File: config.mk
export PLATFORM = sky130hd
export DESIGN_NAME = mgm_sequencer
export DESIGN_NICKNAME = d
export VERILOG_FILES = /design/src/rtl/core/mgm_pkg.sv /design/src/rtl/core/mgm_sequencer.sv
export SDC_FILE = /design/constraint.sdc
export NUM_CORES = 1
export LEC_CHECK = 0
export CORE_AREA = 2 2 39 41
export DETAILED_ROUTE_END_ITERATION = 16
export DIE_AREA = 0 0 41 43
export DONT_BUFFER_PORTS = 1
export PLACE_DENSITY_LB_ADDON = 0.15
export SYNTH_ARGS = -nofsm -noshare
export SYNTH_HDL_FRONTEND = slang
export SYNTH_SLANG_ARGS = --single-unit
File: constraint.sdc
create_clock -name aclk -period 0.9 [get_ports aclk]
set_input_delay 0.045 -clock aclk [delete_from_list [all_inputs] [get_ports aclk]]
set_output_delay 0.045 -clock aclk [all_outputs]
set_load 0.1 [all_outputs]
File: src/rtl/core/mgm_pkg.sv
// ----------------------------------------------------------------------------
// mgm_pkg: shared types and constants for the masked Gram matrix block
// Holds the field widths, the configuration register indexes, the control
// word layout of the sequencer and the microprogram itself.
// ----------------------------------------------------------------------------
package mgm_pkg;

    // Field widths fixed by the interface.
    localparam int VAL_W     = 16;
    localparam int ENTRY_W   = VAL_W + 1;   // {missing, value}
    localparam int PROD_W    = 2 * VAL_W;
    localparam int SUM_W     = 42;
    localparam int CNT_W     = 11;
    localparam int IDX_W     = 3;           // column index of a pair
    localparam int COLS_W    = 4;           // column count, 1..8
    localparam int ROWREG_W  = 11;
    localparam int STEP_W    = 3;

    // Configuration port.
    localparam int CFG_INDEX_W = 4;
    localparam int CFG_DATA_W  = 16;
    localparam logic [CFG_INDEX_W-1:0] REG_ROW_COUNT = 4'd0;
    localparam logic [CFG_INDEX_W-1:0] REG_COL_COUNT = 4'd1;

    localparam logic [ROWREG_W-1:0] ROW_COUNT_RESET = 11'd1024;
    localparam logic [COLS_W-1:0]   COL_COUNT_RESET = 4'd8;

    // Microprogram step addresses.
    localparam logic [STEP_W-1:0] STEP_LOAD   = 3'd0;
    localparam logic [STEP_W-1:0] STEP_INIT   = 3'd1;
    localparam logic [STEP_W-1:0] STEP_MAC    = 3'd2;
    localparam logic [STEP_W-1:0] STEP_DRAIN0 = 3'd3;
    localparam logic [STEP_W-1:0] STEP_DRAIN1 = 3'd4;
    localparam logic [STEP_W-1:0] STEP_EMIT   = 3'd5;
    localparam logic [STEP_W-1:0] STEP_ADV    = 3'd6;
    localparam logic [STEP_W-1:0] STEP_SPARE  = 3'd7;

    // Branch conditions of a control word.
    typedef enum logic [2:0] {
        COND_ALWAYS    = 3'd0,
        COND_ITEM_DONE = 3'd1,
        COND_ROW_LAST  = 3'd2,
        COND_SLOT_FREE = 3'd3,
        COND_LAST_PAIR = 3'd4
    } cond_t;

    // Datapath actions of a control word.
    typedef struct packed {
        logic load;     // take input words into the store
        logic init;     // clear the accumulator, point at the current pair
        logic issue;    // read one row of the pair and advance
        logic emit;     // move the accumulator into the output register
        logic advance;  // step to the next column pair
    } ctrl_t;

    typedef struct packed {
        ctrl_t             ctrl;
        cond_t             cond;
        logic [STEP_W-1:0] jump_hit;    // next step when the condition holds
        logic [STEP_W-1:0] jump_miss;   // next step otherwise
    } ucode_t;

    // Datapath status seen by the sequencer.
    typedef struct packed {
        logic item_done;   // the accepted word completes the matrix
        logic row_last;    // the row being issued is the last one
        logic slot_free;   // the output register can take a result
        logic last_pair;   // the current pair is the final one
        logic mac_busy;    // products still travel through the pipeline
    } status_t;

    function automatic ucode_t ucode_rom(input logic [STEP_W-1:0] step);
        ucode_t w;
        w = '{ctrl: '0, cond: COND_ALWAYS, jump_hit: STEP_LOAD, jump_miss: STEP_LOAD};
        unique case (step)
            STEP_LOAD: begin
                w.ctrl.load = 1'b1;
                w.cond      = COND_ITEM_DONE;
                w.jump_hit  = STEP_INIT;
                w.jump_miss = STEP_LOAD;
            end
            STEP_INIT: begin
                w.ctrl.init = 1'b1;
                w.jump_hit  = STEP_MAC;
            end
            STEP_MAC: begin
                w.ctrl.issue = 1'b1;
                w.cond       = COND_ROW_LAST;
                w.jump_hit   = STEP_DRAIN0;
                w.jump_miss  = STEP_MAC;
            end
            STEP_DRAIN0: begin
                w.jump_hit = STEP_DRAIN1;
            end
            STEP_DRAIN1: begin
                w.jump_hit = STEP_EMIT;
            end
            STEP_EMIT: begin
                w.ctrl.emit = 1'b1;
                w.cond      = COND_SLOT_FREE;
                w.jump_hit  = STEP_ADV;
                w.jump_miss = STEP_EMIT;
            end
            STEP_ADV: begin
                w.ctrl.advance = 1'b1;
                w.cond         = COND_LAST_PAIR;
                w.jump_hit     = STEP_LOAD;
                w.jump_miss    = STEP_INIT;
            end
            STEP_SPARE: begin
                w.jump_hit = STEP_LOAD;
            end
            default: begin
                w.jump_hit = STEP_LOAD;
            end
        endcase
        return w;
    endfunction

endpackage

File: src/rtl/core/mgm_sequencer.sv
// ----------------------------------------------------------------------------
// mgm_sequencer: microprogram sequencer
// A step counter walks the control ROM; each control word selects a branch
// condition and two successor steps.
// ----------------------------------------------------------------------------
module mgm_sequencer (
    input  logic              aclk,
    input  logic              aresetn,
    input  mgm_pkg::status_t  status,
    output mgm_pkg::ctrl_t    ctrl
);

    logic [mgm_pkg::STEP_W-1:0] step_reg;
    logic [mgm_pkg::STEP_W-1:0] step_next;
    mgm_pkg::ucode_t            word;
    logic                       cond_hit;

    assign word = mgm_pkg::ucode_rom(step_reg);
    assign ctrl = word.ctrl;

    always_comb begin
        unique case (word.cond)
            mgm_pkg::COND_ALWAYS:    cond_hit = 1'b1;
            mgm_pkg::COND_ITEM_DONE: cond_hit = status.item_done;
            mgm_pkg::COND_ROW_LAST:  cond_hit = status.row_last;
            mgm_pkg::COND_SLOT_FREE: cond_hit = status.slot_free;
            mgm_pkg::COND_LAST_PAIR: cond_hit = status.last_pair;
            default:                 cond_hit = 1'b1;
        endcase
    end

    assign step_next = cond_hit ? word.jump_hit : word.jump_miss;

    always_ff @(posedge aclk) begin
        if (!aresetn) begin
            step_reg <= mgm_pkg::STEP_LOAD;
        end else begin
            step_reg <= step_next;
        end
    end

endmodule

### After elaboration in Yosys (flattened, before gate mapping)

Cells that the tools add are included.

* flip-flop bits (word level): 3
* input port bits: 7
* output and inout bits: 5
* logic and storage cells: 24

* eq/ne operators: 11
* muxes and demuxes: 10
* reductions and logical operators: 2

Operators by type and width (number)
* $pmux 3 s7: 1
* $eq 3x3->1 const B: 5
* $eq 3x2->1 const B: 4
* $pmux 3 s4: 1
* $pmux 3 s3: 1
* $eq 3x1->1 const B: 2
* $mux 1: 5
* $pmux 1 s4: 1
* $logic_not 3->1: 1
* $mux 3: 1
* $reduce_or 2->1: 1

### Logic depth before layout (Yosys ltp)

Gate-level depths: netlist of the first run.

* depth in word-level cells: 5
* depth in mapped cells: 3
* mapped depth without buffers: 3

### Worst setup path after synthesis of the first run

No wires, ideal clock.

* path kind: register -> output
* start point: reg step_reg[1] in the netlist's numbering
* end point: out ctrl[4] in the netlist's numbering
* arrival: 2.433 ns
* data required time: 0.855 ns
* slack: -1.578 ns
* cell stages (with the launch flop): 2
* path buffers: 0
* cells stage by stage: dfxtp_1 -> nor3_1

RTL lines
* from (decl): RTL line mgm_sequencer.sv:13 `logic [mgm_pkg::STEP_W-1:0] step_reg;`
* from (signal assigned): RTL line mgm_sequencer.sv:36 `step_reg <= mgm_pkg::STEP_LOAD;`
* from (signal assigned): RTL line mgm_sequencer.sv:38 `step_reg <= step_next;`
* to (decl): RTL line mgm_sequencer.sv:10 `output mgm_pkg::ctrl_t ctrl`

==> results by group, run 1 <==
Run status
  – Status: complete, but fails checks
  – Failing checks: setup timing

Worst setup path
  – CP max stage delay: 0.36 ns
  – Crit start category: flop
  – Worst setup EP type: output pin
  – Worst Path Required: ~0.85 ns
  – Slowest-stage cell, CP: dfxtp_4
  – Critical path class: reg -> out
  – CP cell instances: buf_6 > nor3_4 > buf_12
  – Worst Path Max Fanout: 5
  – Worst Path Arrival: ~1.1 ns

STA
  – Unrepaired setup endpoints after global routing: true
  – Final Critical Period: approximately 1.1 ns
  – Setup TNS: -1.20 ns
  – # setup viols final: 7
  – Clock skew: 0.00193 ns
  – Slew headroom: 0.854
  – Worst slew pin tran: about 0.22 ns
  – Fmax: about 0.88 GHz
  – Fin crit share: 1.26
  – Worst setup margin: -0.235 ns
  – Final count of pins violating max slew: 0
  – Final Hold Violating Endpoints: 0

Synth
  – Top cells by instance count after synthesis: 4 x nor2_1, 3 x dfxtp_1, 2 x mux2i_1, 2 x nand2b_1
  – Top FF cell, synth: dfxtp_1
  – Mapped Nets: 29
  – Yosys top cell area share: 0.338
  – Ys async rst share: 0
  – Area contributors post-synth: dfxtp_1 34%, mux2i_1 11%, nor2_1 8.5%
  – FF+latch count, synth: 3
  – Post-synth EDFFs: 0
  – Avg Inst Size Synth: 8.08 µm²
  – Post-synth cell types: 15
  – Largest area contributor in the netlist: dfxtp_1
  – Mapped cell area: ~180 µm²
  – Most common cell in the netlist: nor2_1
  – Sequential area share after synthesis: 0.338
  – Warnings from Yosys: 0
  – Post-Syn Instances: 22

Floorplan
  – Core footprint: approximately 1400 µm²
  – Die W: ~40 µm
  – Initial Utilization: 0.128
  – DIE AREA: about 1800 µm²
  – Die H: 43 µm
  – I/O Pins: 12
  – Std-Cell Rows: 14

Placed design
  – Detail Placement HPWL: 399 µm
  – GP Congestion: just under 0.7
  – IO buf count: 0
  – Cell Area, Placed: 383 µm²

Global route
  – Initial antenna violation count: 0
  – GRT Resource Usage Total: 0.0802
  – First-pass GRT wire length: just under 900 µm
  – Pin count of the biggest net entering global routing: 6
  – Vias in the first global route: between 200 and 250
  – GR Overflow Total: 0

Clocking
  – Num CTS Buffers: 3
  – Clock transition at the registers of the reported paths: approximately 0.03 ns
  – Clock Path Buffers: 2
  – Htree depth: 1
  – Root Driver: clkbuf_4
  – CTS tree: yes
  – Clock Sinks: 3
  – Clk_lat worst skew: ~0.23 ns

Detailed routing
  – Vias per cell: just under 4
  – Iter 0 DRT Violations: 0
  – Residual DRC count: 0
  – Antenna viol nets, final: 0
  – First drt pass iteration count: 1
  – Vias: 216
  – DR WL/cell: between 8 and 9 µm
  – Routed wire length: roughly 490 µm

Pwr
  – PD cells: 1880 nW/µm²
  – Worst VDD drop: around 0.00083 V
  – Leak pwr: between 0.15 and 0.2 nW

Job
  – Max_cap viols: 0

Cells and area
  – Design Area, Final: 472 µm²
  – Nets@finish: 48
  – Max FFs per register: 3
  – Share of layout cells above drive strength 1: 0.725
  – Ant diodes: 0
  – Fillcell total: 156
  – Area Growth Syn to Fin: 165%

Hold path
  – Path category of the worst min-delay check: in -> reg
-- worst max-delay path: cells and delay by family (launching register included) --
kind,cells,cell delay (ns)
buffers and inverters,2,0.32
flip-flops,1,0.36
AND/OR/NAND/NOR,1,0.18
-- cell usage in the layout (no fill, tap or decap), drive strengths merged --
cell / synthesis / final
dfxtp: 3 / 3
and3b: 2 / 2
nand2: 1 / 1
nor3: 1 / 1
dlygate4sd3: 0 / 1
clkbuf: 0 / 4
inv: 1 / 1
o21ai: 1 / 1
o2bb2ai: 1 / 1
buf: 0 / 13
nor2: 4 / 4
o21a: 1 / 1
a21oi: 1 / 1
mux2i: 2 / 2
nand2b: 2 / 2
and3: 1 / 1
and2: 1 / 1
-- metrics by stage --
stage           util  cells  hold slack, ns  total power, W  worst slack [ns]
2_1_floorplan      -     22           0.162        0.000445            -0.284
3_3_place_gp   0.277     48           0.165        0.000597            -0.131
3_5_place_dp   0.277     48           0.173        0.000599            -0.145
4_1_cts        0.337     56           0.139        0.000902            -0.255
5_1_grt        0.341     56           0.151        0.000942            -0.288
6_report       0.341     56           0.142        0.000885            -0.235
-- cell type report --
class / instances / area [µm²] / area share
sequential: 3 / 68.8 / 0.146
tap: 16 / 20.0 / 0.0424
multi-input combinational: 18 / 175 / 0.371
clock buffer: 4 / 26.3 / 0.0557
inverter: 1 / 3.75 / 0.00796
timing repair buffer: 14 / 178 / 0.377
-- power by group --
| group | internal (W) | switching, W | leakage, nW | total, W |
|---|---|---|---|---|
| sequential | 0.000151 | 0.0000217 | 0.0264 | 0.000173 |
| combinational | 0.000214 | 0.000267 | 0.157 | 0.000481 |
| clock | 0.000166 | 0.0000645 | 0.0150 | 0.000230 |
-- kinds of logic after synthesis --
| group | Yosys count | share of synthesized area |
|---|---|---|
| buffers and inverters | 1 | 0.0211 |
| AND/OR/NAND/NOR | 12 | 0.380 |
| multiplexers | 2 | 0.113 |
| AO/OA/AOI/OAI | 4 | 0.148 |
| flip-flops | 3 | 0.338 |
-- path summary, 6_finish.rpt --
check | start | to | slack [ns] | depth (start not counted)
hold reg to reg | step_reg[0]$_SDFF_PN0_ | step_reg[2]$_SDFF_PN0_ | 0.69 | 3
setup reg to reg | step_reg[1]$_SDFF_PN0_ | step_reg[0]$_SDFF_PN0_ | -0.16 | 4
setup / recovery | step_reg[0]$_SDFF_PN0_ | ctrl[4] | -0.23 | 3
hold / removal | status[2] | step_reg[1]$_SDFF_PN0_ | 0.14 | 2
-- metal layers --
layer	vias up	global-route usage	wire length, µm
met3	2	0.0157	36
met4	0	0.100	10
met5	-	0	0
li1	113	-	-
met1	94	0.0769	173
met2	7	0.119	272
-- timing repair --
item / in CTS / in global routing
hold endpoints to repair: 3 / 0
setup buffers: 3 / 0
pin swaps: 3 / 0
gates resized for setup: 7 / 2
endpoints found under the setup margin: 7 / 8
hold buffers: 1 / 0
(Power assumes the default switching activity.)
==> run 2, diff against run 1 <==
--- a/config.mk
+++ b/config.mk
@@ -9,7 +9,7 @@
 export DETAILED_ROUTE_END_ITERATION = 16
 export DIE_AREA = 0 0 41 43
 export DONT_BUFFER_PORTS = 1
-export PLACE_DENSITY_LB_ADDON = 0.15
+export PLACE_DENSITY = 0.3
 export SYNTH_ARGS = -nofsm -noshare
 export SYNTH_HDL_FRONTEND = slang
 export SYNTH_SLANG_ARGS = --single-unit
==> run 2 against run 1 <==
Compared with the run above:
- the flow still finishes with violations (setup timing)
- clock skew is 0.0022 ns higher
- design area is 2.1% higher
- routed wire length is 14% higher
- global-route usage stayed put
- register-to-register slack better by 0.03 ns
- critical path type unchanged
- non-clock buffer count stayed put
- die area stayed put
- combinational power is 3% higher
- first-iteration DRC count stayed put
==> results by group, run 2 (synthesis results as in run 1) <==
STA
  – Final count of pins violating max slew: 0 (unchanged)
  – Slew headroom: 0.902 (+0.0482)
  – Fin crit share: 1.27 (+0.00599)
  – Worst setup margin: -0.240 ns (-0.00539 ns)
  – # setup viols final: 7 (unchanged)
  – Clock skew: 0.00415 ns (+0.00222 ns)
  – Unrepaired setup endpoints after global routing: true
  – Worst slew pin tran: 0.143 ns (-0.0761 ns)
  – Fmax: 0.877 GHz (-0.47%)
  – Final Critical Period: 1.14 ns (+0.00539 ns)
  – Final Hold Violating Endpoints: 0 (unchanged)

Global route
  – Vias in the first global route: 237 (+0.42%)
  – GR Overflow Total: 0 (unchanged)
  – GRT Resource Usage Total: 0.0802 (unchanged)
  – Initial antenna violation count: 0 (unchanged)
  – First-pass GRT wire length: 903 µm (+1.5%)
  – Pin count of the biggest net entering global routing: 7 (+1)

Floorplan
  – DIE AREA: 1760 µm² (unchanged)
  – Core footprint: 1380 µm² (unchanged)
  – Initial Utilization: 0.128 (unchanged)
  – I/O Pins: 12 (unchanged)
  – Die H: 43 µm (unchanged)
  – Die W: 41 µm (unchanged)
  – Std-Cell Rows: 14 (unchanged)

Pwr
  – Worst VDD drop: 0.000782 V (-6.1%)
  – Tot Pwr: 0.000899 W (+1.6%)
  – PD cells: 1870 nW/µm² (-0.50%)
  – Leak pwr: 0.202 nW (+2.0%)

Clocking
  – Clock Sinks: 3 (unchanged)
  – Clock transition at the registers of the reported paths: 0.04 ns (about the same)
  – Clk_lat worst skew: 0.23 ns (about the same)
  – Num CTS Buffers: 3 (unchanged)
  – Clock Path Buffers: 2 (unchanged)
  – Root Driver: clkbuf_4
  – Htree depth: 1 (unchanged)
  – CTS tree: yes

Detailed routing
  – Residual DRC count: 0 (unchanged)
  – Vias per cell: 4.05 (+5.1%)
  – DR WL/cell: 10.0 µm (+14%)
  – Antenna viol nets, final: 0 (unchanged)
  – First drt pass iteration count: 1 (unchanged)
  – Routed wire length: 560 µm (+14%)
  – Iter 0 DRT Violations: 0 (unchanged)
  – Vias: 227 (+5.1%)

Worst setup path
  – Critical Path Source: step_reg[1]$_SDFF_PN0_
  – Worst Path Arrival: 1.10 ns (about the same)
  – Critical path class: reg -> out
  – Worst setup EP type: output pin
  – Crit start category: flop
  – Worst Path Max Fanout: 6 (+1)
  – Worst Path Required: 0.85 ns (about the same)
  – Worst r2r src: step_reg[1]$_SDFF_PN0_

Placed design
  – # placed instances: 48 (unchanged)
  – Detail Placement HPWL: 415 µm (+3.9%)
  – GP Congestion: 0.711 (+2.5%)
  – IO buf count: 0 (unchanged)
  – Post-place setup slack: -0.112 ns (+0.0330 ns)

Cells and area
  – Nets@finish: 48 (unchanged)
  – Area Growth Syn to Fin: 171%
  – Non-Filler Instances: 56 (unchanged)
  – Max FFs per register: 3 (unchanged)
  – Ant diodes: 0 (unchanged)
  – Share of layout cells above drive strength 1: 0.725 (unchanged)
  – Most frequent cells in the layout: 6 x buf_12, 5 x buf_4, 4 x nor2_4
  – Most common cell after layout, fill and taps aside: buf_12

Run status
  – Status: complete, but fails checks
  – Failing checks: setup timing

Hold path
  – Path category of the worst min-delay check: in -> reg
  – Worst Hold Launch: status[2]

Job
  – Max_cap viols: 0 (unchanged)
==> run 2: cell count changes in the layout (fill, tap and decap cells not counted) <==
cell / delta
mux2i_1: +1
inv_2: +1
nand2_1: -1
inv_1: -1
mux2i_2: -1
nand2_2: +1
buf_12: +1
buf_4: -1
and3b_1: +1
and3b_2: -1
==> run 2: worst max-delay path, cell delays in order, from the launching register on <==
cell	delay, ns
dfxtp_4	0.35
buf_6	0.12
nor3_4	0.20
buf_12	0.20
==> run 2: what timing repair did <==
item                                    4_1_cts  5_1_grt
setup buffers                                 3        0
hold buffers                                  1        0
hold endpoints to repair                      3        0
endpoints found under the setup margin        8        8
pin swaps                                     4        0
gates resized for setup                       9        0
==> run 2: stage by stage <==
| stage | cell area [µm²] | TNS, ns | hold WS, ns | utilization |
|---|---|---|---|---|
| 2_1_floorplan | 225 | -1.34 | 0.162 | - |
| 3_3_place_gp | 383 | -0.391 | 0.165 | 0.277 |
| 3_5_place_dp | 383 | -0.411 | 0.171 | 0.277 |
| 4_1_cts | 482 | -1.37 | 0.138 | 0.348 |
| 5_1_grt | 482 | -1.63 | 0.156 | 0.348 |
| 6_report | 482 | -1.28 | 0.141 | 0.348 |
==> run 2: where the power goes <==
group | total [W] | internal [W] | switching, W
clock | 0.000230 | 0.000166 | 0.0000646
sequential | 0.000173 | 0.000152 | 0.0000219
combinational | 0.000495 | 0.000221 | 0.000274
total | 0.000899 | 0.000538 | 0.000361
==> run 2: layout make-up <==
| type | count | area (µm²) |
|---|---|---|
| clock buffers | 4 | 26.3 |
| inverters | 1 | 3.75 |
| well taps | 16 | 20.0 |
| multi-input cells | 18 | 173 |
| flip-flops and latches | 3 | 68.8 |
| fillers | 145 | 902 |
| repair buffers | 14 | 190 |
==> run 2: path summary, 6_finish.rpt <==
kind,to,slack [ns],cells after the start
worst max-delay path,ctrl[4],-0.24,3
worst min-delay path,step_reg[1]$_SDFF_PN0_,0.14,2
worst max register to register,step_reg[0]$_SDFF_PN0_,-0.13,4
worst min register to register,step_reg[0]$_SDFF_PN0_,0.69,3
==> run 2: per-layer routing <==
layer / GRT usage / up-vias / routed length [µm]
met2: 0.109 / 6 / 289
met4: 0.0800 / 0 / 9
li1: - / 114 / -
met1: 0.0833 / 105 / 227
met5: 0 / - / 0
met3: 0.0366 / 2 / 34
==> run 3, diff against run 2 <==
--- a/config.mk
+++ b/config.mk
@@ -5,11 +5,13 @@
 export SDC_FILE = /design/constraint.sdc
 export NUM_CORES = 1
 export LEC_CHECK = 0
+export CELL_PAD_IN_SITES_DETAIL_PLACEMENT = 0
+export CELL_PAD_IN_SITES_GLOBAL_PLACEMENT = 1
 export CORE_AREA = 2 2 39 41
 export DETAILED_ROUTE_END_ITERATION = 16
 export DIE_AREA = 0 0 41 43
 export DONT_BUFFER_PORTS = 1
-export PLACE_DENSITY = 0.3
+export PLACE_DENSITY = 0.34
 export SYNTH_ARGS = -nofsm -noshare
 export SYNTH_HDL_FRONTEND = slang
 export SYNTH_SLANG_ARGS = --single-unit
==> run 3 against run 2 <==
Compared with the run above:
- the run still ends with setup timing left
- first-iteration DRC count grew 1
- total power is 0.73% higher
- clock power is essentially flat
- critical path type unchanged
- critical endpoint unchanged
- highest routed layer is now met3
==> results by group, run 3 (synthesis results as in run 1) <==
Run status
  – Status: complete, but fails checks
  – Failing checks: setup timing

Placed design
  – GP Congestion: 0.664 (-6.5%)
  – # placed instances: 49 (+2.1%)
  – Post-place setup slack: -0.117 ns (-0.00562 ns)
  – Detail Placement HPWL: 411 µm (-0.82%)
  – IO buf count: 0 (unchanged)

Job
  – Max_cap viols: 0 (unchanged)

Cells and area
  – Fillcell total: 148 (+2.1%)
  – Area Growth Syn to Fin: 173%
  – Multi-input logic area: 180 µm² (+4.3%)
  – Most common cell after layout, fill and taps aside: buf_4
  – Max FFs per register: 3 (unchanged)
  – Ant diodes: 0 (unchanged)
  – Nets@finish: 49 (+2.1%)
  – Most frequent cells in the layout: 7 x buf_4, 5 x buf_12, 4 x nor2_4
  – Seq. cell area: 68.8 µm² (unchanged)
  – Non-Filler Instances: 57 (+1.8%)
  – Share of layout cells above drive strength 1: 0.756 (+0.0311)

Detailed routing
  – DR WL/cell: 9.95 µm (-0.53%)
  – Routed wire length: 567 µm (+1.3%)
  – Vias per cell: 3.89 (-3.9%)
  – Iter 0 DRT Violations: 1 (+1)
  – First drt pass iteration count: 2 (+1)
  – Vias: 222 (-2.2%)
  – Antenna viol nets, final: 0 (unchanged)
  – Residual DRC count: 0 (unchanged)

Hold path
  – Path category of the worst min-delay check: in -> reg

Worst setup path
  – Critical Path Source: step_reg[1]$_SDFF_PN0_
  – Worst Path Arrival: 1.10 ns (about the same)
  – Worst setup EP type: output pin
  – Critical Path End: ctrl[4]
  – Worst r2r src: step_reg[1]$_SDFF_PN0_
  – Crit start category: flop
  – Critical path class: reg -> out
  – Worst Path Max Fanout: 5 (-1)
  – Reg-to-reg slack, setup: -0.15 ns (-0.02 ns)
  – Worst Path Required: 0.85 ns (about the same)
  – FF-to-FF path depth: 4 (unchanged)
  – R2R Path End: step_reg[0]$_SDFF_PN0_

Pwr
  – Logic pwr share: 0.551 (about the same)
  – Leak pwr: 0.205 nW (+1.4%)
  – PD cells: 1870 nW/µm² (+0.21%)
  – Int Power: 0.000542 W (+0.63%)
  – Clock network power share: 0.257 (about the same)
  – Sw Share: 0.402 (+0.000591)
  – Sequential Power Share: 0.192 (about the same)
  – Worst VDD drop: 0.000793 V (+1.5%)
  – Sw power: 0.000364 W (+0.87%)

Global route
  – M3 GR Usage: 0.0314 (-0.00524)
  – Met1 Use GR: 0.0965 (+0.0131)
  – Vias in the first global route: 217 (-8.4%)
  – Pin count of the biggest net entering global routing: 7 (unchanged)
  – First-pass GRT wire length: 910 µm (+0.78%)
  – Global-route met2 utilization: 0.113 (+0.00313)
  – GRT busiest layer: met2
  – GRT Resource Usage Total: 0.0813 (+0.00108)
  – Initial antenna violation count: 0 (unchanged)
  – GR Overflow Total: 0 (unchanged)

Clocking
  – Root Driver: clkbuf_4
  – Htree depth: 1 (unchanged)
  – Num CTS Buffers: 3 (unchanged)
  – CTS tree: yes
  – Clk_lat worst skew: 0.23 ns (about the same)
  – Clock transition at the registers of the reported paths: 0.04 ns (about the same)
  – Clock Path Buffers: 2 (unchanged)
  – Clock Sinks: 3 (unchanged)

Floorplan
  – Die H: 43 µm (unchanged)
  – Initial Utilization: 0.128 (unchanged)
  – I/O Pins: 12 (unchanged)
  – Core footprint: 1380 µm² (unchanged)
  – Std-Cell Rows: 14 (unchanged)
  – DIE AREA: 1760 µm² (unchanged)
  – Die W: 41 µm (unchanged)

STA
  – Unrepaired setup endpoints after global routing: true
  – Fmax: 0.877 GHz (about the same)
  – Final count of pins violating max slew: 0 (unchanged)
  – Worst setup margin: -0.240 ns (-0.0000340 ns)
  – Final Hold Violating Endpoints: 0 (unchanged)
  – Slew headroom: 0.853 (-0.0491)
  – Worst slew pin tran: 0.221 ns (+0.0776 ns)
  – Fin crit share: 1.27 (about the same)
  – Final Critical Period: 1.14 ns (+0.0000340 ns)
  – # setup viols final: 8 (+1)
  – Clock skew: 0.00552 ns (+0.00137 ns)
==> run 3: cell types whose count changed in the layout (fill, tap and decap cells not counted) <==
| cell | delta |
|---|---|
| buf_4 | +2 |
| a21oi_1 | -1 |
| a21oi_2 | +1 |
| buf_12 | -1 |
| inv_1 | +1 |
| inv_2 | -1 |
| mux2i_1 | -1 |
| mux2i_2 | +1 |
==> run 3: cell type report <==
| cell class | instances | area share |
|---|---|---|
| Multi-Input combinational cell | 18 | 0.372 |
| Tap cell | 16 | 0.0413 |
| Inverter | 1 | 0.00775 |
| Clock buffer | 4 | 0.0543 |
| Timing Repair Buffer | 15 | 0.382 |
| Sequential cell | 3 | 0.142 |
==> run 3: per-layer routing <==
metal	wire, µm	part of all wire
met5	0	0
met4	0	0
met3	24	0.042
met2	325	0.57
met1	217	0.38
==> run 3: timing repair <==
action / in CTS / in global routing
hold buffers: 1 / 0
hold endpoints to repair: 3 / 0
pin swaps: 7 / 1
gates resized for setup: 8 / 2
setup buffers: 3 / 0
endpoints found under the setup margin: 8 / 8
==> run 3: worst min-delay path by stage <==
| stage | from | end | slack, ns | cells past startpoint |
|---|---|---|---|---|
| final | status[2] | step_reg[1]$_SDFF_PN0_ | 0.14 | 2 |
| after global routing | status[2] | step_reg[1]$_SDFF_PN0_ | 0.15 | 2 |
| after CTS | status[2] | step_reg[1]$_SDFF_PN0_ | 0.14 | 2 |
| after detailed placement | aresetn | step_reg[1]$_SDFF_PN0_ | 0.17 | 1 |
| after global placement | aresetn | step_reg[1]$_SDFF_PN0_ | 0.17 | 1 |
| after floorplan | aresetn | step_reg[1]$_SDFF_PN0_ | 0.16 | 1 |
==> run 3: power by group through the flow <==
stage / Clock [W] / Combinational (W) / Sequential (W)
after floorplan: 0 / 0.000264 / 0.000181
after global placement: 0 / 0.000431 / 0.000178
after detailed placement: 0 / 0.000432 / 0.000176
after CTS: 0.000240 / 0.000493 / 0.000173
after global routing: 0.000256 / 0.000524 / 0.000177
final: 0.000233 / 0.000499 / 0.000174
==> run 3: critical path: stages (launching register included) <==
cell,delay [ns]
dfxtp_4,0.35
buf_6,0.11
nor3_4,0.20
buf_12,0.20
==> run 3: stage by stage <==
| stage | hold WS, ns | setup TNS [ns] | area [µm²] | total power (W) | util |
|---|---|---|---|---|---|
| final | 0.137 | -1.30 | 484 | 0.000905 | 0.350 |
| after global routing | 0.150 | -1.71 | 484 | 0.000957 | 0.350 |
| after CTS | 0.137 | -1.28 | 477 | 0.000905 | 0.344 |
| after detailed placement | 0.173 | -0.429 | 390 | 0.000607 | 0.282 |
| after global placement | 0.168 | -0.491 | 390 | 0.000608 | 0.282 |
| after floorplan | 0.162 | -1.34 | 225 | 0.000445 | - |
