--- src/rtl/core/mgm_pkg.sv ---
// ----------------------------------------------------------------------------
// mgm_pkg: shared types and constants for the masked Gram matrix block
// Holds the field widths, the configuration register indexes, the control
// word layout of the sequencer and the microprogram itself.
// ----------------------------------------------------------------------------
package mgm_pkg;

    // Field widths fixed by the interface.
    localparam int VAL_W     = 16;
    localparam int ENTRY_W   = VAL_W + 1;   // {missing, value}
    localparam int PROD_W    = 2 * VAL_W;
    localparam int SUM_W     = 42;
    localparam int CNT_W     = 11;
    localparam int IDX_W     = 3;           // column index of a pair
    localparam int COLS_W    = 4;           // column count, 1..8
    localparam int ROWREG_W  = 11;
    localparam int STEP_W    = 3;

    // Configuration port.
    localparam int CFG_INDEX_W = 4;
    localparam int CFG_DATA_W  = 16;
    localparam logic [CFG_INDEX_W-1:0] REG_ROW_COUNT = 4'd0;
    localparam logic [CFG_INDEX_W-1:0] REG_COL_COUNT = 4'd1;

    localparam logic [ROWREG_W-1:0] ROW_COUNT_RESET = 11'd1024;
    localparam logic [COLS_W-1:0]   COL_COUNT_RESET = 4'd8;

    // Microprogram step addresses.
    localparam logic [STEP_W-1:0] STEP_LOAD   = 3'd0;
    localparam logic [STEP_W-1:0] STEP_INIT   = 3'd1;
    localparam logic [STEP_W-1:0] STEP_MAC    = 3'd2;
    localparam logic [STEP_W-1:0] STEP_DRAIN0 = 3'd3;
    localparam logic [STEP_W-1:0] STEP_DRAIN1 = 3'd4;
    localparam logic [STEP_W-1:0] STEP_EMIT   = 3'd5;
    localparam logic [STEP_W-1:0] STEP_ADV    = 3'd6;
    localparam logic [STEP_W-1:0] STEP_SPARE  = 3'd7;

    // Branch conditions of a control word.
    typedef enum logic [2:0] {
        COND_ALWAYS    = 3'd0,
        COND_ITEM_DONE = 3'd1,
        COND_ROW_LAST  = 3'd2,
        COND_SLOT_FREE = 3'd3,
        COND_LAST_PAIR = 3'd4
    } cond_t;

    // Datapath actions of a control word.
    typedef struct packed {
        logic load;     // take input words into the store
        logic init;     // clear the accumulator, point at the current pair
        logic issue;    // read one row of the pair and advance
        logic emit;     // move the accumulator into the output register
        logic advance;  // step to the next column pair
    } ctrl_t;

    typedef struct packed {
        ctrl_t             ctrl;
        cond_t             cond;
        logic [STEP_W-1:0] jump_hit;    // next step when the condition holds
        logic [STEP_W-1:0] jump_miss;   // next step otherwise
    } ucode_t;

    // Datapath status seen by the sequencer.
    typedef struct packed {
        logic item_done;   // the accepted word completes the matrix
        logic row_last;    // the row being issued is the last one
        logic slot_free;   // the output register can take a result
        logic last_pair;   // the current pair is the final one
        logic mac_busy;    // products still travel through the pipeline
    } status_t;

    function automatic ucode_t ucode_rom(input logic [STEP_W-1:0] step);
        ucode_t w;
        w = '{ctrl: '0, cond: COND_ALWAYS, jump_hit: STEP_LOAD, jump_miss: STEP_LOAD};
        unique case (step)
            STEP_LOAD: begin
                w.ctrl.load = 1'b1;
                w.cond      = COND_ITEM_DONE;
                w.jump_hit  = STEP_INIT;
                w.jump_miss = STEP_LOAD;
            end
            STEP_INIT: begin
                w.ctrl.init = 1'b1;
                w.jump_hit  = STEP_MAC;
            end
            STEP_MAC: begin
                w.ctrl.issue = 1'b1;
                w.cond       = COND_ROW_LAST;
                w.jump_hit   = STEP_DRAIN0;
                w.jump_miss  = STEP_MAC;
            end
            STEP_DRAIN0: begin
                w.jump_hit = STEP_DRAIN1;
            end
            STEP_DRAIN1: begin
                w.jump_hit = STEP_EMIT;
            end
            STEP_EMIT: begin
                w.ctrl.emit = 1'b1;
                w.cond      = COND_SLOT_FREE;
                w.jump_hit  = STEP_ADV;
                w.jump_miss = STEP_EMIT;
            end
            STEP_ADV: begin
                w.ctrl.advance = 1'b1;
                w.cond         = COND_LAST_PAIR;
                w.jump_hit     = STEP_LOAD;
                w.jump_miss    = STEP_INIT;
            end
            STEP_SPARE: begin
                w.jump_hit = STEP_LOAD;
            end
            default: begin
                w.jump_hit = STEP_LOAD;
            end
        endcase
        return w;
    endfunction

endpackage

--- src/rtl/core/mgm_datapath.sv ---
// ----------------------------------------------------------------------------
// mgm_datapath: load counter, pair pointers, MAC pipeline and output register
// Executes the actions of the current control word and reports the status
// bits the sequencer branches on.
// ----------------------------------------------------------------------------
module mgm_datapath #(
    parameter int  MAX_ROWS = 1024,
    parameter int  MAX_COLS = 8,
    localparam int DEPTH    = MAX_ROWS * MAX_COLS,
    localparam int AW       = (DEPTH > 1) ? $clog2(DEPTH) : 1,
    localparam int RW       = $clog2(MAX_ROWS + 1)
) (
    input  logic                            aclk,
    input  logic                            aresetn,
    input  mgm_pkg::ctrl_t                  ctrl,
    output mgm_pkg::status_t                status,
    input  logic [RW-1:0]                   rows,
    input  logic [mgm_pkg::COLS_W-1:0]      cols,
    input  logic                            cfg_wr,
    // input words
    input  logic                            s_valid,
    input  logic signed [mgm_pkg::VAL_W-1:0] s_element_value,
    input  logic                            s_element_missing,
    // store
    output logic                            st_wr_en,
    output logic [AW-1:0]                   st_wr_addr,
    output logic [mgm_pkg::ENTRY_W-1:0]     st_wr_data,
    output logic [AW-1:0]                   st_rd_addr_a,
    output logic [AW-1:0]                   st_rd_addr_b,
    input  logic [mgm_pkg::ENTRY_W-1:0]     st_rd_data_a,
    input  logic [mgm_pkg::ENTRY_W-1:0]     st_rd_data_b,
    // results
    input  logic                            m_ready,
    output logic                            m_valid,
    output logic [mgm_pkg::IDX_W-1:0]       m_pair_row,
    output logic [mgm_pkg::IDX_W-1:0]       m_pair_col,
    output logic signed [mgm_pkg::SUM_W-1:0] m_product_sum,
    output logic [mgm_pkg::CNT_W-1:0]       m_valid_count,
    output logic                            m_last_result
);

    localparam int PW    = $clog2(DEPTH + 1);
    localparam int KW    = (MAX_ROWS > 1) ? $clog2(MAX_ROWS) : 1;

    // ---------------- loading ----------------
    logic [PW-1:0] total;
    logic [PW-1:0] pos_eff;
    logic [PW-1:0] pos_inc;
    logic [PW-1:0] load_pos_reg;
    logic [PW-1:0] load_pos_next;
    logic          accept;
    logic          load_done;

    assign total     = PW'(PW'(rows) * PW'(cols));
    assign pos_eff   = (load_pos_reg >= total) ? '0 : load_pos_reg;
    assign pos_inc   = pos_eff + PW'(1);
    assign load_done = (pos_inc == total);
    assign accept    = ctrl.load && s_valid;

    assign st_wr_en   = accept;
    assign st_wr_addr = AW'(pos_eff);
    assign st_wr_data = {s_element_missing, s_element_value};

    always_comb begin
        load_pos_next = load_pos_reg;
        if (cfg_wr) begin
            load_pos_next = '0;
        end else if (accept) begin
            load_pos_next = load_done ? '0 : pos_inc;
        end
    end

    // ---------------- pair walk ----------------
    logic [mgm_pkg::IDX_W-1:0]  i_reg, i_next, j_reg, j_next;
    logic [AW-1:0]              base_i_reg, base_i_next, base_j_reg, base_j_next;
    logic [AW-1:0]              ptr_a_reg, ptr_a_next, ptr_b_reg, ptr_b_next;
    logic [KW-1:0]              k_reg, k_next;
    logic [mgm_pkg::COLS_W-1:0] cols_m1;
    logic [RW-1:0]              k_ext;
    logic                       i_last, j_last, row_last;

    assign cols_m1  = cols - mgm_pkg::COLS_W'(1);
    assign i_last   = ({1'b0, i_reg} == cols_m1);
    assign j_last   = ({1'b0, j_reg} == cols_m1);
    assign k_ext    = RW'(k_reg) + RW'(1);
    assign row_last = (k_ext == rows);

    assign st_rd_addr_a = ptr_a_reg;
    assign st_rd_addr_b = ptr_b_reg;

    always_comb begin
        i_next      = i_reg;
        j_next      = j_reg;
        base_i_next = base_i_reg;
        base_j_next = base_j_reg;
        ptr_a_next  = ptr_a_reg;
        ptr_b_next  = ptr_b_reg;
        k_next      = k_reg;
        if (ctrl.init) begin
            ptr_a_next = base_i_reg;
            ptr_b_next = base_j_reg;
            k_next     = '0;
        end
        if (ctrl.issue) begin
            ptr_a_next = ptr_a_reg + AW'(1);
            ptr_b_next = ptr_b_reg + AW'(1);
            k_next     = k_reg + KW'(1);
        end
        if (ctrl.advance) begin
            if (j_last) begin
                j_next      = '0;
                base_j_next = '0;
                if (i_last) begin
                    i_next      = '0;
                    base_i_next = '0;
                end else begin
                    i_next      = i_reg + mgm_pkg::IDX_W'(1);
                    base_i_next = base_i_reg + AW'(rows);
                end
            end else begin
                j_next      = j_reg + mgm_pkg::IDX_W'(1);
                base_j_next = base_j_reg + AW'(rows);
            end
        end
    end

    // ---------------- MAC pipeline ----------------
    // Issued reads return registered store data that feeds the product
    // register; the accumulator takes products of present elements.
    logic                              rd_valid_reg;
    logic signed [mgm_pkg::PROD_W-1:0] prod_reg;
    logic                              prod_valid_reg;
    logic signed [mgm_pkg::SUM_W-1:0]  acc_reg, acc_next;
    logic [mgm_pkg::CNT_W-1:0]         cnt_reg, cnt_next;

    always_comb begin
        acc_next = acc_reg;
        cnt_next = cnt_reg;
        if (ctrl.init) begin
            acc_next = '0;
            cnt_next = '0;
        end else if (prod_valid_reg) begin
            acc_next = acc_reg + mgm_pkg::SUM_W'(prod_reg);
            cnt_next = cnt_reg + mgm_pkg::CNT_W'(1);
        end
    end

    always_ff @(posedge aclk) begin
        prod_reg <= $signed(st_rd_data_a[mgm_pkg::VAL_W-1:0])
                  * $signed(st_rd_data_b[mgm_pkg::VAL_W-1:0]);
        acc_reg  <= acc_next;
        cnt_reg  <= cnt_next;
        ptr_a_reg <= ptr_a_next;
        ptr_b_reg <= ptr_b_next;
        k_reg     <= k_next;
    end

    // ---------------- output register ----------------
    logic slot_free;
    assign slot_free = !m_valid || m_ready;

    always_ff @(posedge aclk) begin
        if (ctrl.emit && slot_free) begin
            m_pair_row    <= i_reg;
            m_pair_col    <= j_reg;
            m_product_sum <= acc_reg;
            m_valid_count <= cnt_reg;
            m_last_result <= i_last && j_last;
        end
    end

    always_ff @(posedge aclk) begin
        if (!aresetn) begin
            load_pos_reg   <= '0;
            i_reg          <= '0;
            j_reg          <= '0;
            base_i_reg     <= '0;
            base_j_reg     <= '0;
            rd_valid_reg   <= 1'b0;
            prod_valid_reg <= 1'b0;
            m_valid        <= 1'b0;
        end else begin
            load_pos_reg   <= load_pos_next;
            i_reg          <= i_next;
            j_reg          <= j_next;
            base_i_reg     <= base_i_next;
            base_j_reg     <= base_j_next;
            rd_valid_reg   <= ctrl.issue;
            prod_valid_reg <= rd_valid_reg && !st_rd_data_a[mgm_pkg::VAL_W]
                                           && !st_rd_data_b[mgm_pkg::VAL_W];
            if (ctrl.emit && slot_free) begin
                m_valid <= 1'b1;
            end else if (m_ready) begin
                m_valid <= 1'b0;
            end
        end
    end

    assign status.item_done = accept && load_done;
    assign status.row_last  = row_last;
    assign status.slot_free = slot_free;
    assign status.last_pair = i_last && j_last;
    assign status.mac_busy  = rd_valid_reg || prod_valid_reg;

endmodule
--- config.mk ---
export PLATFORM = sky130hd
export DESIGN_NAME = mgm_datapath
export DESIGN_NICKNAME = d
export VERILOG_FILES = /design/src/rtl/core/mgm_pkg.sv /design/src/rtl/core/mgm_datapath.sv
export SDC_FILE = /design/constraint.sdc
export NUM_CORES = 1
export LEC_CHECK = 0
export ABC_AREA = 1
export ABC_CLOCK_PERIOD_IN_PS = 9890
export BUFFER_PORTS_ARGS = -buffer_cell sky130_fd_sc_hd__buf_2
export CAP_MARGIN = 5
export CORE_AREA = 2 2 220 222
export CTS_CLUSTER_DIAMETER = 120
export DETAILED_ROUTE_END_ITERATION = 10
export DIE_AREA = 0 0 222 224
export GPL_ROUTABILITY_DRIVEN = 0
export GPL_TIMING_DRIVEN = 0
export PLACE_DENSITY = 0.75
export SYNTH_ARGS = -nofsm -noshare
export SYNTH_HDL_FRONTEND = slang
export SYNTH_SLANG_ARGS = --single-unit
--- constraint.sdc ---
create_clock -name aclk -period 9.89 [get_ports aclk]
set_input_delay 1.4835 -clock aclk [delete_from_list [all_inputs] [get_ports aclk]]
set_output_delay 1.4835 -clock aclk [all_outputs]
set_load 0.02 [all_outputs]
# After elaboration in Yosys (flattened, before gate mapping)
# Index checks and enable logic that the tools add are counted.
[word_totals] output_inout_bits=123 input_bits=76 wordCells=68 register_bits=230
[classes] magnitude_cmp=1 addsub=12 reduce_logical=15 muxes=14 mul=2 bitwise=1 n_eq_ne=4
[ops] op="$mux W13" count=6
[ops] op="$add A42 B32 Y42" count=1
[ops] op="$mul A16 B16 Y32" count=1
[ops] op="$mux W14" count=2
[ops] op="$add A13 B1 Y13 const B" count=2
[ops] op="$add A13 B11 Y13" count=2
[ops] op="$mux W10" count=2
[ops] op="$add A14 B1 Y14 const B" count=1
[ops] op="$eq A14 B14 Y1" count=1
[ops] op="$ge A14 B14 Y1" count=1
[ops] op="$mul A11 B4 Y14" count=1
[ops] op="$add A10 B1 Y11 const B" count=1
[ops] op="$add A11 B1 Y11 const B" count=1
[ops] op="$eq A11 B11 Y1" count=1
[ops] op="$add A10 B1 Y10 const B" count=1
[ops] op="$eq A3 B4 Y1" count=2
[ops] op="$add A3 B1 Y3 const B" count=2
[ops] op="$logic_and A1 B1 Y1" count=6
[ops] op="$mux W3" count=2
[ops] op="$reduce_bool A2 Y1" count=2
[ops] op="$sub A4 B1 Y4 const B" count=1
[ops] op="$logic_not A1 Y1" count=3
[ops] op="$logic_or A1 B1 Y1" count=2
[ops] op="$mux W1" count=2
[ops] op="3 further kinds" count=3

# Depth between registers and ports, before layout
# Gate-level depths: netlist of run 1.
[logic_depth] word_depth=6 mapped_depth=42 depth_no_buf=39

# Least setup slack after synthesis of run 1
# No wires, ideal clock.
[synth_timing] path_kind="input port to output port" from="input port cols[3] in the netlist's numbering" to="output port status[4] in the netlist's numbering" t_arrival_ns=6.758 stages=37 t_required_ns=8.407 n_path_buf=1 slack_ns=1.649 cell_sequence="clkbuf_1 -> nand2_1 -> inv_1 -> fa_1 -> inv_1 -> fa_1 -> inv_1 -> ha_1 -> a21oi_1 -> o21ai_0 -> nor2_1 -> nor2_1 -> o21ai_0 -> nand2_1 -> nand2_1 -> nand2_1 -> ha_1 -> nand2_1 -> nor2_1 -> nand2_1 -> clkinv_1 -> nand2_1 -> nand2_4 -> inv_2 -> nand2_1 -> nor2_1 -> ha_1 -> nand4_1 -> nor2_2 -> nand2_1 -> nand2_1 -> nand2_1 -> xnor2_1 -> nand4_1 -> nor2_1 -> nand4_1 -> nor2_1"
[synth_lines] item="start: declaration" line_no="mgm_datapath.sv:18" rtl="input logic [mgm_pkg::COLS_W-1:0] cols,"
[synth_lines] item="end: declaration" line_no="mgm_datapath.sv:16" rtl="output mgm_pkg::status_t status,"

==> results of run 1 <==
metrics by stage:
stage / instances / power [uW] / setup WS [ns]
after detailed placement: 3852 / 7500 / 0.547
after global routing: 3900 / 9530 / 0.0582
after floorplan: 3075 / 6180 / 1.65
after CTS: 3898 / 8510 / 0.521
final: 3900 / 8450 / 0.644
after global placement: 3850 / 7370 / 0.599
power by group:
group | switching, uW | internal, uW
sequential | 81.4 | 1210
combinational | 3640 | 2540
clock | 385 | 586
total | 4110 | 4340
cell type report:
class	instances	area, sq um	share of cell area
multi-input combinational	2057	15800	0.588
sequential	230	5570	0.207
inverter	682	2560	0.0951
timing repair buffer	163	856	0.0318
tap	615	769	0.0286
clock buffer	38	726	0.0270
buffer	106	488	0.0181
clock inverter	8	125	0.00465
antenna	1	2.50	0.0000929
cells by family after synthesis:
logic type / Yosys count
and+or+nand+nor: 1073
buffers and inverters: 788
adders and majority gates: 467
AOI/OAI and AO/OA: 396
DFF: 230
xor gates and xnor gates: 121
cell usage in the layout (no fill, tap or decap), types with 11 or more instances in the layout:
cell type,n
or2_2,17
nand4_1,35
xnor2_1,54
clkbuf_1,93
nand2_2,13
nand3_1,91
o211ai_1,14
buf_2,160
ha_1,184
a31oi_1,11
clkbuf_16,26
nor2_1,246
edfxtp_1,96
dfxtp_1,134
xor2_1,63
nand2_1,616
o21ai_0,128
a21oi_1,161
buf_4,20
nor3_1,21
inv_1,673
fa_1,283
layer usage:
layer  track usage  vias up  share of wire
met1         0.354     9491           0.46
met3        0.0421      116          0.067
met4        0.0763        0          0.029
met5             0        -              0
met2         0.402      630           0.45
li1              -     9869              -
worst paths after layout:
path                                      start                 to  cells past startpoint
worst max-delay path                    cols[3]          status[4]                     40
worst min-delay path                cnt_reg[10]  m_valid_count[10]                      0
worst max register to register  load_pos_reg[9]    load_pos_reg[7]                     25
worst min register to register      cnt_reg[10]  m_valid_count[10]                      0
what timing repair did:
| item | in CTS | in global routing |
|---|---|---|
| setup endpoints to repair | 0 | 1 |
| setup buffers | 0 | 1 |
| gates resized for setup | 0 | 2 |
| hold buffers | 0 | 0 |
==> flow_summary.json, run 1 <==
{
  "status": "complete, no violations",
  "hp-class": "reg -> reg",
  "synth_commonest_cells": "673 x inv_1, 617 x nand2_1, 283 x fa_1",
  "path_clk_slew_ns": 0.06,
  "cts_sinks": 230,
  "dieArea_sq_um": 49700,
  "antenna_found_initial": 1,
  "setup_tns_ns": 0,
  "drtPass1Iterations": 5,
  "slew_headroom": 0.346,
  "core_area_sq_um": 47300,
  "yosysMostFrequentCell": "inv_1",
  "finalHoldWorstSlack_ns": 0.429,
  "synth_top_family_by_area": "adder cells",
  "synth_top_cell_area_share": 0.232,
  "yosys.area_share.xor_xnor": 0.0451,
  "vias": 20100,
  "cp-end-kind": "output pin",
  "ys_seq_area_frac": 0.228,
  "synth_cells": 3075,
  "grt_usage": 0.252,
  "cellPowerDensity_nw_per_um2": 314,
  "netlist_area_sq_um": 24400,
  "power_leakage_uw": 0.0140,
  "rrSetupSlack_ns": 6.10,
  "numCtsBuffers": 25,
  "synth_flop_cell": "dfxtp_1",
  "ios": 199,
  "max_freq_mhz": 108,
  "ys_warn_count": 0,
  "worst_pin_slew_ns": 0.978,
  "ctsRootBufferMaster": "clkbuf_16",
  "area_growth_pct": 10.3,
  "synth_fp_nets": 3618,
  "critical_path_arrival_ns": 7.76,
  "final_nets": 3808,
  "synth-adder-area-share": 0.326,
  "synthArstFlopShare": 0,
  "wl_per_cell_um": 15.9,
  "htreeDepth": 1,
  "critPathRequiredTime_ns": 8.41,
  "period_share": 0.935,
  "grt_max_degree": 37,
  "die_h_um": 224,
  "initial_core_util": 0.516,
  "synthSimpleGateAreaFrac": 0.184,
  "grt_pass1_vias": 20000,
  "tritoncts": "built",
  "overflow": 0,
  "max_stage_delay_ns": 0.54,
  "setup_viol": 0,
  "min_period_ns": 9.25,
  "wl_um": 62000,
  "crit_type": "in -> out",
  "drv_slew": 0,
  "ant_nets": 0,
  "ctsLongestPathBuffers": 3,
  "synth_area_leaders": "fa_1 23%, edfxtp_1 12%, dfxtp_1 11%",
  "slowest_stage": "fa_1",
  "synth_mux_area_frac": 0,
  "ys_seq_elements": 230,
  "syn_area_per_cell_sq_um": 7.94,
  "drtIter0Drc": 1653,
  "n_fill_cell": 4373,
  "place_hpwl_um": 50700,
  "io_buffers": 160,
  "synth.distinct_cells": 53,
  "rows": 80,
  "yosys.area.top_type": "fa_1",
  "drive_gt1_frac": 0.0880,
  "placed_area_sq_um": 26100,
  "finalClockSkew_ns": 0.00874,
  "cp.buffers_inverters": 9,
  "hold_viol": 0,
  "grt_pass1_wl_um": 102000,
  "synth-compound-area-share": 0.0918,
  "start_kind": "input port",
  "fin_util": 0.569,
  "synth_edf_count": 96,
  "worst_path_most_repeated_cell": "nand2_1",
  "path_max_fanout": 10,
  "rsz0062_at_grt": "no",
  "drv_cap": 0,
  "path_delay_family": "simple AND/OR/NAND/NOR gates",
  "drc": 0,
  "fin_area_sq_um": 26900,
  "ir_drop_mv": 0.362,
  "die_x_um": 222,
  "clock_latency_ns": 0.54,
  "viasPerCell": 5.16
}
Note: power is estimated with default switching activity, not from simulation.
==> inputs of run 2 (changes only) <==
--- a/config.mk
+++ b/config.mk
@@ -7,7 +7,7 @@
 export LEC_CHECK = 0
 export ABC_AREA = 1
 export ABC_CLOCK_PERIOD_IN_PS = 9890
-export BUFFER_PORTS_ARGS = -buffer_cell sky130_fd_sc_hd__buf_2
+export BUFFER_PORTS_ARGS = -buffer_cell sky130_fd_sc_hd__clkbuf_2
 export CAP_MARGIN = 5
 export CORE_AREA = 2 2 220 222
 export CTS_CLUSTER_DIAMETER = 120
==> run 2 against run 1 <==
Against the previous run: cell area barely moved; flip-flop and latch count stayed put; sequential share of layout area is essentially flat; worst hold slack lost 0.0022 ns; non-clock buffer count unchanged.
==> flow_summary.json, run 2 (synthesized netlist as in run 1, its figures left out) <==
{
  "status": "complete, no violations",
  "period_share": 0.948,
  "min_from": "cnt_reg[10]",
  "fin_area_sq_um": 26900,
  "postCtsSetupRepairBufs": 0,
  "multi_input_area_sq_um": 15800,
  "finalClockSkew_ns": 0.0174,
  "r2r_end": "load_pos_reg[12]",
  "critPathRequiredTime_ns": 8.41,
  "drv_cap": 0,
  "grt_max_degree": 31,
  "io_buffers": 160,
  "core_area_sq_um": 47300,
  "start_kind": "input port",
  "clock_latency_ns": 0.56,
  "slew_headroom": 0.444,
  "max_stage_delay_ns": 0.52,
  "place_hpwl_um": 50500,
  "cellPowerDensity_nw_per_um2": 314,
  "power_leakage_uw": 0.0140,
  "wl_um": 61400,
  "grt_busiest_layer": "met2",
  "post-place-cells": 3853,
  "holdPathStages": 0,
  "hold_viol": 0,
  "ctsRootBufferMaster": "clkbuf_16",
  "use_met1": 0.351,
  "drtIter0Drc": 1504,
  "final_common_cell": "inv_1",
  "drc": 0,
  "numCtsBuffers": 25,
  "postCtsHoldBufs": 0,
  "placed_area_sq_um": 26100,
  "grt_use_met3": 0.0345,
  "initial_core_util": 0.516,
  "worst_pin_slew_ns": 0.834,
  "ios": 199,
  "setup_tns_ns": 0,
  "ir_drop_mv": 0.374,
  "r2r_cells": 24,
  "slowest_stage": "fa_1",
  "path_max_fanout": 10,
  "worst_path_most_repeated_cell": "nand2_1",
  "viasPerCell": 5.15,
  "rsz0062_at_grt": "no",
  "grt_pass1_wl_um": 101000,
  "overflow": 0,
  "rrSetupSlack_ns": 6.12,
  "drv_slew": 0,
  "drive_gt1_frac": 0.0889,
  "ant_nets": 0,
  "final_nets": 3808,
  "r2r-start": "load_pos_reg[9]",
  "drtPass1Iterations": 6,
  "rows": 80,
  "place_ws_ns": 0.551,
  "wl_per_cell_um": 15.7,
  "htreeDepth": 1,
  "hp-class": "reg -> reg",
  "min_period_ns": 9.37,
  "fin_cells": 3899,
  "final.setup.worst_slack_ns": 0.516,
  "grt_usage": 0.249,
  "cp.buffers_inverters": 9,
  "n_antenna_cell": 0,
  "tritoncts": "built",
  "path_delay_family": "simple AND/OR/NAND/NOR gates",
  "grt_pass1_vias": 19800,
  "dieArea_sq_um": 49700,
  "crit_type": "in -> out",
  "area_growth_pct": 10.2,
  "ctsLongestPathBuffers": 3,
  "fin_util": 0.568,
  "seq_area_sq_um": 5570,
  "die_x_um": 222,
  "antenna_found_initial": 0,
  "n_fill_cell": 4345,
  "final_cell_mix": "673 x inv_1, 616 x nand2_1, 283 x fa_1",
  "max_freq_mhz": 107,
  "critical_path_arrival_ns": 7.89,
  "cts_resized": 0,
  "hold_end": "m_valid_count[10]",
  "met2_usage": 0.402,
  "vias": 20100,
  "die_h_um": 224,
  "cts_sinks": 230,
  "cp-end-kind": "output pin",
  "path_clk_slew_ns": 0.06,
  "setup_viol": 0
}
run 2: cell count changes in the layout (fill, tap and decap cells not counted), sizes merged:
cell / previous run / this run
buf: 185 / 25
clkbuf: 122 / 273
clkinv: 6 / 12
clkinvlp: 1 / 3
diode: 1 / 0
inv: 680 / 681
run 2: worst max-delay path by stage:
stage | start | to | slack [ns] | cells past startpoint
floorplan | cols[3] | status[4] | 1.65 | 37
global route | cols[2] | status[4] | 0.03 | 40
global placement | cols[2] | status[4] | 0.58 | 40
finish | cols[1] | status[4] | 0.52 | 40
detailed placement | cols[3] | status[4] | 0.55 | 40
CTS | cols[3] | status[4] | 0.53 | 40
run 2: layer usage:
| layer | part of all wire | vias to the layer above |
|---|---|---|
| met4 | 0.027 | 0 |
| met2 | 0.45 | 616 |
| li1 | - | 9871 |
| met1 | 0.46 | 9470 |
| met3 | 0.064 | 109 |
| met5 | 0 | - |
run 2: per-stage QoR:
| step | total power [uW] | hold WS (ns) |
|---|---|---|
| after floorplan | 6180 | 0.408 |
| after global placement | 7370 | 0.417 |
| after detailed placement | 7530 | 0.418 |
| after CTS | 8530 | 0.430 |
| after global routing | 9470 | 0.437 |
| final | 8440 | 0.427 |
run 2: power by group:
part           leakage [uW]  switching, uW  internal (uW)
Sequential          0.00210           82.1           1210
Clock              0.000407            405            555
Combinational        0.0115           3650           2540
run 2: layout make-up:
type,instances,area share
plain buffers,106,0.0181
clock buffers,29,0.0242
clock inverters,17,0.00698
inverters,682,0.0952
multi-input cells,2057,0.588
flip-flops and latches,230,0.207
well taps,615,0.0286
repair buffers,163,0.0320
==> inputs of run 3 (changes only) <==
--- a/config.mk
+++ b/config.mk
@@ -9,13 +9,14 @@
 export ABC_CLOCK_PERIOD_IN_PS = 9890
 export BUFFER_PORTS_ARGS = -buffer_cell sky130_fd_sc_hd__clkbuf_2
 export CAP_MARGIN = 5
-export CORE_AREA = 2 2 220 222
+export CORE_AREA = 2 2 214 216
 export CTS_CLUSTER_DIAMETER = 120
 export DETAILED_ROUTE_END_ITERATION = 10
-export DIE_AREA = 0 0 222 224
+export DIE_AREA = 0 0 216 218
 export GPL_ROUTABILITY_DRIVEN = 0
 export GPL_TIMING_DRIVEN = 0
-export PLACE_DENSITY = 0.75
+export PLACE_DENSITY = 0.79
+export SKIP_CTS_REPAIR_TIMING = 1
 export SYNTH_ARGS = -nofsm -noshare
 export SYNTH_HDL_FRONTEND = slang
 export SYNTH_SLANG_ARGS = --single-unit
==> run 3 against run 2 <==
Against the previous run: count of clock-buffer cells in the layout is 10 higher; critical path depth unchanged; sequential share of layout area is essentially flat; global-route usage increased by 1.3 points.
==> flow_summary.json, run 3 (synthesized netlist as in run 1, its figures left out) <==
{
  "status": "complete, no violations",
  "power_leakage_uw": 0.0140,
  "vias": 20100,
  "dieArea_sq_um": 47100,
  "path_max_fanout": 10,
  "post-place-cells": 3837,
  "wl_um": 60800,
  "slowest_stage": "fa_1",
  "rsz0062_at_grt": "no",
  "drive_gt1_frac": 0.0877,
  "ant_nets": 0,
  "drv_cap": 0,
  "clock_latency_ns": 0.56,
  "final_cell_mix": "673 x inv_1, 616 x nand2_1, 283 x fa_1",
  "max_freq_mhz": 107,
  "area_growth_pct": 10.3,
  "cts_sinks": 230,
  "wl_per_cell_um": 15.7,
  "final_common_cell": "inv_1",
  "die_h_um": 218,
  "grt_pass1_wl_um": 100000,
  "grt_max_degree": 37,
  "worst_path_most_repeated_cell": "nand2_1",
  "ir_drop_mv": 0.423,
  "fin_cells": 3885,
  "drv_slew": 0,
  "min_period_ns": 9.32,
  "worst_pin_slew_ns": 0.913,
  "drtIter0Drc": 1675,
  "path_clk_slew_ns": 0.06,
  "max_stage_delay_ns": 0.53,
  "setup_viol": 0,
  "die_x_um": 216,
  "crit_type": "in -> out",
  "drc": 0,
  "r2r_cells": 24,
  "ios": 199,
  "cellPowerDensity_nw_per_um2": 316,
  "slew_headroom": 0.389,
  "setup_tns_ns": 0,
  "tritoncts": "built",
  "rows": 78,
  "overflow": 0,
  "antenna_found_initial": 0,
  "n_antenna_cell": 0,
  "hp-class": "reg -> reg",
  "htreeDepth": 1,
  "critPathRequiredTime_ns": 8.41,
  "period_share": 0.942,
  "critPathLaunch": "cols[2]",
  "final_nets": 3808,
  "grt_usage": 0.262,
  "r2r-start": "load_pos_reg[9]",
  "min_from": "cnt_reg[10]",
  "core_area_sq_um": 44900,
  "holdPathStages": 0,
  "initial_core_util": 0.544,
  "ctsRootBufferMaster": "clkbuf_16",
  "numCtsBuffers": 26,
  "hold_viol": 0,
  "critical_path_arrival_ns": 7.83,
  "io_buffers": 160,
  "start_kind": "input port",
  "ctsLongestPathBuffers": 3,
  "place_hpwl_um": 49700,
  "finalClockSkew_ns": 0.0258,
  "viasPerCell": 5.17,
  "drtPass1Iterations": 7,
  "cp-end-kind": "output pin",
  "grt_pass1_vias": 19900
}
-- run 3: final timing paths --
path | endpoint | slack, ns
worst max-delay path | status[4] | 0.57
worst min-delay path | m_valid_count[10] | 0.45
worst max register to register | load_pos_reg[8] | 6.09
worst min register to register | m_valid_count[10] | 0.45
-- run 3: area by class of cell --
cell class | count | area (sq um)
clock inverter | 9 | 131
buffer | 106 | 488
timing repair buffer | 162 | 841
sequential | 230 | 5570
fill | 4018 | 18000
tap | 600 | 751
inverter | 682 | 2560
multi-input combinational | 2057 | 15800
clock buffer | 39 | 762
-- run 3: per-stage QoR --
stage	instance area [sq um]	total power, uW	worst slack (ns)	util	hold WS (ns)
after floorplan	24400	6180	1.65	-	0.408
after global placement	26000	7350	0.613	0.578	0.415
after detailed placement	26000	7530	0.597	0.580	0.424
after CTS	26900	8600	0.575	0.600	0.447
after global routing	26900	9550	0.00722	0.600	0.462
final	26900	8510	0.575	0.600	0.447
-- run 3: worst max-delay path, delay by kind of cell --
| kind | cells | cell delay (ns) |
|---|---|---|
| buffers and inverters | 9 | 1.11 |
| xor gates and xnor gates | 1 | 0.23 |
| and+or+nand+nor | 22 | 2.60 |
| AOI/OAI and AO/OA | 3 | 0.49 |
| adders and majority gates | 5 | 1.88 |
-- run 3: where the power goes --
group          total (uW)  leakage, uW  switching, uW  internal, uW
Clock                1010     0.000427            395           612
Combinational        6210       0.0115           3670          2540
Sequential           1290      0.00210           81.0          1210
Total                8510       0.0140           4140          4360
-- run 3: metal layers --
layer,GRT usage,vias to the layer above,share of wire
met5,0,-,0
met4,0.0747,0,0.027
li1,-,9879,-
met2,0.423,633,0.45
met1,0.370,9469,0.45
met3,0.0360,107,0.066
